[src/hw/rtl/gmp_pkg.sv]
// Shared types, sizes and helpers for the grid max-path score counter.
// No dependencies; every other file imports this package.
`timescale 1ns / 1ps

package gmp_pkg;

	localparam int MAX_ROWS = 128;
	localparam int MAX_COLS = 128;

	localparam int ROW_W   = $clog2(MAX_ROWS);
	localparam int COL_W   = $clog2(MAX_COLS);
	localparam int DIMR_W  = ROW_W + 1;
	localparam int DIMC_W  = COL_W + 1;
	localparam int CFG_W   = 8;
	localparam int DIGIT_W = 4;
	localparam int SCORE_W = 12;
	localparam int COUNT_W = 30;

	localparam logic [COUNT_W-1:0] COUNT_MOD = COUNT_W'(1000000007);
	localparam logic [SCORE_W-1:0] SCORE_MAX = '1;
	localparam logic [DIGIT_W-1:0] DIGIT_MAX = DIGIT_W'(9);

	typedef enum logic [0:0] {
		CFG_GRID_ROWS = 1'b0,
		CFG_GRID_COLS = 1'b1
	} cfg_idx_t;

	typedef struct packed {
		logic [SCORE_W-1:0] score;
		logic [COUNT_W-1:0] count;
		logic               reach;
	} cell_t;

	typedef struct packed {
		logic start;
		logic blocked;
		logic use_below;
		logic use_diag;
		logic use_right;
	} nbr_sel_t;

	function automatic logic [DIMR_W-1:0] clamp_rows(input logic [CFG_W-1:0] value);
		logic [31:0] v;
		v = 32'(value);
		if (v < 32'd2) begin
			return DIMR_W'(2);
		end else if (v > 32'(MAX_ROWS)) begin
			return DIMR_W'(MAX_ROWS);
		end
		return DIMR_W'(v);
	endfunction

	function automatic logic [DIMC_W-1:0] clamp_cols(input logic [CFG_W-1:0] value);
		logic [31:0] v;
		v = 32'(value);
		if (v < 32'd2) begin
			return DIMC_W'(2);
		end else if (v > 32'(MAX_COLS)) begin
			return DIMC_W'(MAX_COLS);
		end
		return DIMC_W'(v);
	endfunction

endpackage

[src/hw/rtl/gmp_cell_eval.sv]
// Per-cell merge: best neighbor score, tied path counts mod 1e9+7, digit add.
// Depends on gmp_pkg.
`timescale 1ns / 1ps

module gmp_cell_eval import gmp_pkg::*; (
	input  cell_t              below,
	input  cell_t              diag,
	input  cell_t              right,
	input  nbr_sel_t           sel,
	input  logic [DIGIT_W-1:0] digit,
	output cell_t              cur
);

	localparam logic [31:0] MOD32  = 32'(COUNT_MOD);
	localparam logic [31:0] MOD2X  = 32'(COUNT_MOD) << 1;

	logic               b_ok, d_ok, r_ok, any_ok;
	logic [SCORE_W-1:0] b_sc, d_sc, r_sc, m_bd, best;
	logic [31:0]        sum, red;
	logic [SCORE_W:0]   sc_add;
	logic [DIGIT_W-1:0] dig_eff;

	assign b_ok   = sel.use_below && below.reach;
	assign d_ok   = sel.use_diag && diag.reach;
	assign r_ok   = sel.use_right && right.reach;
	assign any_ok = b_ok || d_ok || r_ok;

	assign b_sc = b_ok ? below.score : '0;
	assign d_sc = d_ok ? diag.score : '0;
	assign r_sc = r_ok ? right.score : '0;
	assign m_bd = (b_sc > d_sc) ? b_sc : d_sc;
	assign best = (m_bd > r_sc) ? m_bd : r_sc;

	always_comb begin
		sum = '0;
		if (b_ok && b_sc == best) sum = sum + 32'(below.count);
		if (d_ok && d_sc == best) sum = sum + 32'(diag.count);
		if (r_ok && r_sc == best) sum = sum + 32'(right.count);
		if (sum >= MOD2X) begin
			red = sum - MOD2X;
		end else if (sum >= MOD32) begin
			red = sum - MOD32;
		end else begin
			red = sum;
		end
	end

	assign dig_eff = (digit > DIGIT_MAX) ? '0 : digit;
	assign sc_add  = {1'b0, best} + (SCORE_W+1)'(dig_eff);

	always_comb begin
		if (sel.start) begin
			cur.score = '0;
			cur.count = COUNT_W'(1);
			cur.reach = 1'b1;
		end else if (sel.blocked || !any_ok) begin
			cur = '0;
		end else begin
			cur.score = sc_add[SCORE_W] ? SCORE_MAX : sc_add[SCORE_W-1:0];
			cur.count = red[COUNT_W-1:0];
			cur.reach = 1'b1;
		end
	end

endmodule

[config.mk]
export PLATFORM = sky130hd
export DESIGN_NAME = gmp_cell_eval
export DESIGN_NICKNAME = d
export VERILOG_FILES = /design/src/hw/rtl/gmp_pkg.sv /design/src/hw/rtl/gmp_cell_eval.sv
export SDC_FILE = /design/constraint.sdc
export NUM_CORES = 1
export LEC_CHECK = 0
export BUFFER_PORTS_ARGS = -buffer_cell sky130_fd_sc_hd__buf_2
export CORE_ASPECT_RATIO = 1.1
export CORE_MARGIN = 2
export CORE_UTILIZATION = 33
export DETAILED_ROUTE_END_ITERATION = 8
export GPL_TIMING_DRIVEN = 1
export MAX_ROUTING_LAYER = met4
export PLACE_DENSITY = 0.63
export SLEW_MARGIN = 5
export SYNTH_ARGS = -nofsm -noshare
export SYNTH_HDL_FRONTEND = slang
export SYNTH_SLANG_ARGS = --single-unit
[constraint.sdc]
create_clock -name vclk -period 24
set_clock_uncertainty 0.1 [all_clocks]
set_input_delay 2.4 -clock vclk [all_inputs]
set_output_delay 2.4 -clock vclk [all_outputs]
set_load 0.02 [all_outputs]
==> results.md, run 1 <==
* Cts repair resizes at 0
* Final wirelength at 39.1 mm
* Global route overflow at 0
* Post-Syn Instances at 1361
* WP data required at 21.50 ns
* Fin cells at 1840
* Area contributors post-synth: ha_1 13%, a21oi_1 6.1%, nand2_1 5.9%
* Most numerous cell in the Yosys netlist: nand2_1
* CP startpoint: sel[2]
* Critical Path Most Common Cell: a21o_1
* Syn Area/Cell at 6.61 um^2
* Synth Area in Compound Gates at 40.0%
* Relative slew slack at 22.8%
* Clkbuf count at 0
* Commonest cells post-synth: 141 x nand2_1, 109 x a21oi_1, 99 x nor2_1
* Placed Cells incl. Taps at 1837
* I/O Pins at 181
* Vias in the first global route at 10700
* Initial DRT Pass Iterations at 5
* # nets final at 1715
* CP Capture Type: output port
* Number of DRC markers in iteration 0 at 751
* Die Area at 28600 um^2
* Mapped Area at 8990 um^2
* FF+latch count at 0
* Period utilization at 77.2%
* Area grow syn2layout at 12.6%
* Startpoint types: input port
* Detailed Place HPWL at 32.5 mm
* XOR/XNOR Fraction of Synth Area at 8.46%
* Antenna Violating Nets Remaining at 0
* Setup TNS at 0 ns
* Hold wc startpoint: sel[4]
* Drt via density at 6.09
* Worst Hold Class: in -> out
* Max-cap check violation count at 0
* Initial antenna violation count at 3
* Vias at 11200
* Library cells used by synthesis at 100
* Main combinational cell family by area after synthesis: compound AO/OA/AOI/OAI gates
* Rows at 63
* Cell accounting for the most synthesized area: ha_1
* Post-DR wirelength/cell at 21.3 um
* Cts hold-fix bufs at 0
* Pwr dens at 23.0 nW/um^2
* Gpl congestion at 0.983
* Register area at 0 um^2
* Worst Max-Slew Pin Slew at 1.13 ns
* Die width at 161 um
* Critical path class: in -> out
* Util after Layout at 37.7%
* Min cycle time layout at 18.53 ns
* Post-synth top area share at 12.9%
* Max Slew Vio Count at 0
* Layout cells sized above 1 at 17.2%
* RSZ-0062 raised after global routing: no
* Largest net degree at the start of global routing at 56
* Slowest stage delay, CP at 0.84 ns
* Leakage power at 0.00468 uW
* Register area share after synthesis at 0%
* Simple-Gate Fraction of Synth Area at 28.3%
* Port Buffer Count at 181
* DR DRC count at 0
* CP max FO at 40
* Hold Slack at 5.02 ns
* Ys Warns at 0
* GRT Resource Usage Total at 27.0%
* Post-Syn Nets at 1594
* Final hold vios at 0
* Setup ws final at 5.47 ns
* Fillers at 2938
* First-pass GRT wire length at 59.5 mm
* Peak supply drop at 0.0104 mV
* FMAX at 54.0 MHz
* Final setup fails at 0
* Starting Density at 33.4%
* CP max stage cell: o31a_1
* Setup WS pre-CTS at 5.74 ns
* Worst EP arrival at 16.03 ns
* Die height at 177 um
* Multiplexer share of the synthesized area at 3.67%
* Post-synthesis adder-cell area fraction at 13.5%
* Setup bufs post-CTS at 0
* Core Box Area at 26900 um^2
* Status: complete, no violations
## critical path: cells and delay by family
family                   cells  cell delay, ns
AO/OA/AOI/OAI               30            7.58
XOR/XNOR                     2            0.59
adder cells (fa/ha/maj)      4            1.40
buffers and inverters        6            1.33
multiplexers                 1            0.36
AND/OR/NAND/NOR             11            2.35
## cells by family after synthesis
kind of cell	count (synthesis)
simple gates	509
compound gates	507
buf+inv	133
fa+ha+maj	96
xor+xnor	86
mux	30
## worst paths after layout
| path | endpoint | slack [ns] | cells after the start |
|---|---|---|---|
| setup / recovery | cur[8] | 5.47 | 54 |
| hold / removal | cur[1] | 5.02 | 3 |
## metrics by stage
stage               instance area, um^2  power [uW]
floorplan                          8990         160
global placement                  10100         228
detailed placement                10100         228
CTS                               10100         229
global route                      10100         252
finish                            10100         233
## layer usage
metal | global-route usage (%) | up-vias | wire length (um)
met5 | - | - | 0
met4 | 14.1 | 0 | 2520
met3 | 1.83 | 139 | 2400
met2 | 48.9 | 534 | 19200
met1 | 29.6 | 5171 | 14900
li1 | - | 5361 | -
## power by group
part           leakage (uW)  internal [uW]  switching [uW]
clock          0.0000000190      0.0000167               0
combinational       0.00468           82.1             151
sequential                0              0               0
total               0.00468           82.1             151
## layout make-up
class	instances	area, um^2	share of cell area, %
Antenna cell	3	7.51	0.0742
Multi-Input combinational cell	1228	8470	83.7
Timing Repair Buffer	188	958	9.47
Tap cell	357	447	4.41
Inverter	64	240	2.37
## cell usage in the layout, fill, tap and decap left out, drive strengths merged, types with 14 or more instances in the layout
| cell | Yosys | layout |
|---|---|---|
| a211oi | 24 | 24 |
| a21o | 44 | 44 |
| a21oi | 113 | 113 |
| a22oi | 14 | 14 |
| a31oi | 19 | 19 |
| and2 | 42 | 42 |
| and3 | 26 | 26 |
| buf | 25 | 188 |
| ha | 93 | 93 |
| inv | 64 | 64 |
| mux2i | 19 | 19 |
| nand2 | 141 | 141 |
| nand2b | 16 | 16 |
| nand3 | 55 | 55 |
| nand4 | 21 | 21 |
| nor2 | 101 | 101 |
| nor2b | 20 | 20 |
| nor3 | 29 | 29 |
| o211ai | 14 | 14 |
| o21a | 15 | 15 |
| o21ai | 102 | 102 |
| or2 | 14 | 14 |
| xnor2 | 44 | 44 |
| xor2 | 42 | 42 |
(Power assumes the default switching activity.)
==> run 2: changes to the inputs <==
==> constraint.sdc (replaced) <==
create_clock -name vclk -period 17.4
set_clock_uncertainty 0.1 [all_clocks]
set_input_delay 1.74 -clock vclk [all_inputs]
set_output_delay 1.74 -clock vclk [all_outputs]
set_load 0.02 [all_outputs]
==> results.md, run 2 (synthesis gave the netlist of run 1 again) <==
* Post-DR wirelength/cell at 21.2 um (was 21.3 um)
* Slowest stage delay, CP at 0.65 ns (was 0.84 ns)
* Placed Cells incl. Taps at 1843 (was 1837)
* Critical Path Most Common Cell: a21o_1 (unchanged)
* Largest net degree at the start of global routing at 56 (unchanged)
* Vias in the first global route at 10500 (was 10700)
* Util after Layout at 37.8% (was 37.7%)
* Period utilization at 94.0%
* Register area at 0 um^2 (unchanged)
* DR DRC count at 0 (unchanged)
* Leakage power at 0.00471 uW (was 0.00468 uW)
* Antenna Violating Nets Remaining at 0 (unchanged)
* Cts repair resizes at 0 (unchanged)
* Initial DRT Pass Iterations at 5 (unchanged)
* FMAX at 61.1 MHz
* Setup bufs post-CTS at 0 (unchanged)
* Final hold vios at 0 (unchanged)
* RSZ-0062 raised after global routing: no (unchanged)
* Final wirelength at 39.1 mm (about the same)
* Crit path capture: cur[30] (was cur[8])
* Clock network power share at 0% (about the same)
* Layout cells sized above 1 at 17.6% (was 17.2%)
* Clkbuf count at 0 (unchanged)
* Switching share of total power at 64.3% (was 64.7%)
* Area grow syn2layout at 13.1% (was 12.6%)
* First-pass GRT wire length at 59.2 mm (was 59.5 mm)
* Setup WS pre-CTS at 0.848 ns (was 5.74 ns)
* Max-cap check violation count at 0 (unchanged)
* I/O Pins at 181 (unchanged)
* Die height at 177 um (unchanged)
* Detailed Place HPWL at 32.6 mm (was 32.5 mm)
* Port Buffer Count at 181 (unchanged)
* Global route overflow at 0 (unchanged)
* Gpl congestion at 0.977 (was 0.983)
* Final setup fails at 0 (unchanged)
* Max Slew Vio Count at 0 (unchanged)
* Most frequent cells in the layout: 181 x buf_2, 141 x nand2_1, 107 x a21oi_1 (unchanged)
* FF+latch count at 0 (unchanged)
* Die Area at 28600 um^2 (unchanged)
* Int Pwr at 114 uW (was 82.1 uW)
* CP max stage cell: a21oi_2 (was o31a_1)
* Starting Density at 33.4% (unchanged)
* Drt via density at 6.01 (was 6.09)
* Relative slew slack at 33.4% (was 22.8%)
* Number of DRC markers in iteration 0 at 931 (was 751)
* Worst EP arrival at 14.52 ns (was 16.03 ns)
* Worst Hold Class: in -> out (unchanged)
* Rows at 63 (unchanged)
* CP startpoint: below[0] (was sel[2])
* # nets final at 1721 (was 1715)
* Critical path class: in -> out (unchanged)
* Min cycle time layout at 16.36 ns
* Cts hold-fix bufs at 0 (unchanged)
* WP data required at 15.56 ns (was 21.50 ns)
* CP max FO at 25 (was 40)
* Leading cell type in the layout, fill and taps excluded: buf_2 (unchanged)
* CP Capture Type: output port (unchanged)
* Pwr dens at 31.4 nW/um^2 (was 23.0 nW/um^2)
* Die width at 161 um (unchanged)
* Logic gate share of total power at 100.0% (about the same)
* Core Box Area at 26900 um^2 (unchanged)
* Share of power burned in registers at 0% (about the same)
* Worst Max-Slew Pin Slew at 0.974 ns (was 1.13 ns)
* Fin cells at 1845 (was 1840)
* Net Sw Power at 205 uW (was 151 uW)
* Vias at 11100 (was 11200)
* Startpoint types: input port (unchanged)
* Peak supply drop at 0.0146 mV (was 0.0104 mV)
* Initial antenna violation count at 1 (was 3)
* GRT Resource Usage Total at 26.8% (was 27.0%)
* Status: complete, no violations (unchanged)
* Setup TNS at 0 ns (unchanged)
* Setup ws final at 1.04 ns (was 5.47 ns)
[run 2: per-stage QoR]
stage / instance area, um^2 / total power (uW) / hold slack, ns
5_1_grt: 10200 / 347 / 3.72
3_3_place_gp: 10200 / 314 / 3.69
3_5_place_dp: 10200 / 313 / 3.69
6_report: 10200 / 319 / 3.69
2_1_floorplan: 8990 / 221 / 3.52
4_1_cts: 10200 / 315 / 3.69
[run 2: area by class of cell]
type / count / area (um^2)
repair buffers: 194 / 1000
inverters: 64 / 240
multi-input cells: 1228 / 8470
fillers: 2972 / 16700
diodes: 2 / 5.00
well taps: 357 / 447
[run 2: power groups by stage]
stage          Sequential [uW]  Combinational [uW]  Clock (uW)
2_1_floorplan                0                 221           0
3_3_place_gp                 0                 314           0
3_5_place_dp                 0                 313           0
4_1_cts                      0                 315           0
5_1_grt                      0                 347  0.00000768
6_report                     0                 319   0.0000154
[run 2: worst min-delay path by stage]
stage               startpoint      to  slack (ns)  depth (start not counted)
global route            sel[4]  cur[1]        3.72                          3
detailed placement      sel[4]  cur[1]        3.69                          3
CTS                     sel[4]  cur[1]        3.69                          3
global placement        sel[4]  cur[1]        3.69                          3
floorplan               sel[4]  cur[0]        3.52                          1
finish                  sel[4]  cur[1]        3.69                          3
[run 2: worst max-delay path, delay by kind of cell]
family | cells | cell delay, ns
xor+xnor | 2 | 0.53
compound gates | 34 | 7.98
buf+inv | 4 | 0.93
simple gates | 9 | 2.02
fa+ha+maj | 4 | 1.27
[run 2: layer usage]
metal / up-vias / track usage [%] / part of all wire [%]
li1: 5366 / - / -
met2: 461 / 49.4 / 50
met3: 110 / 1.73 / 5.6
met5: - / - / 0
met1: 5159 / 29.7 / 39
met4: 0 / 11.6 / 5.2
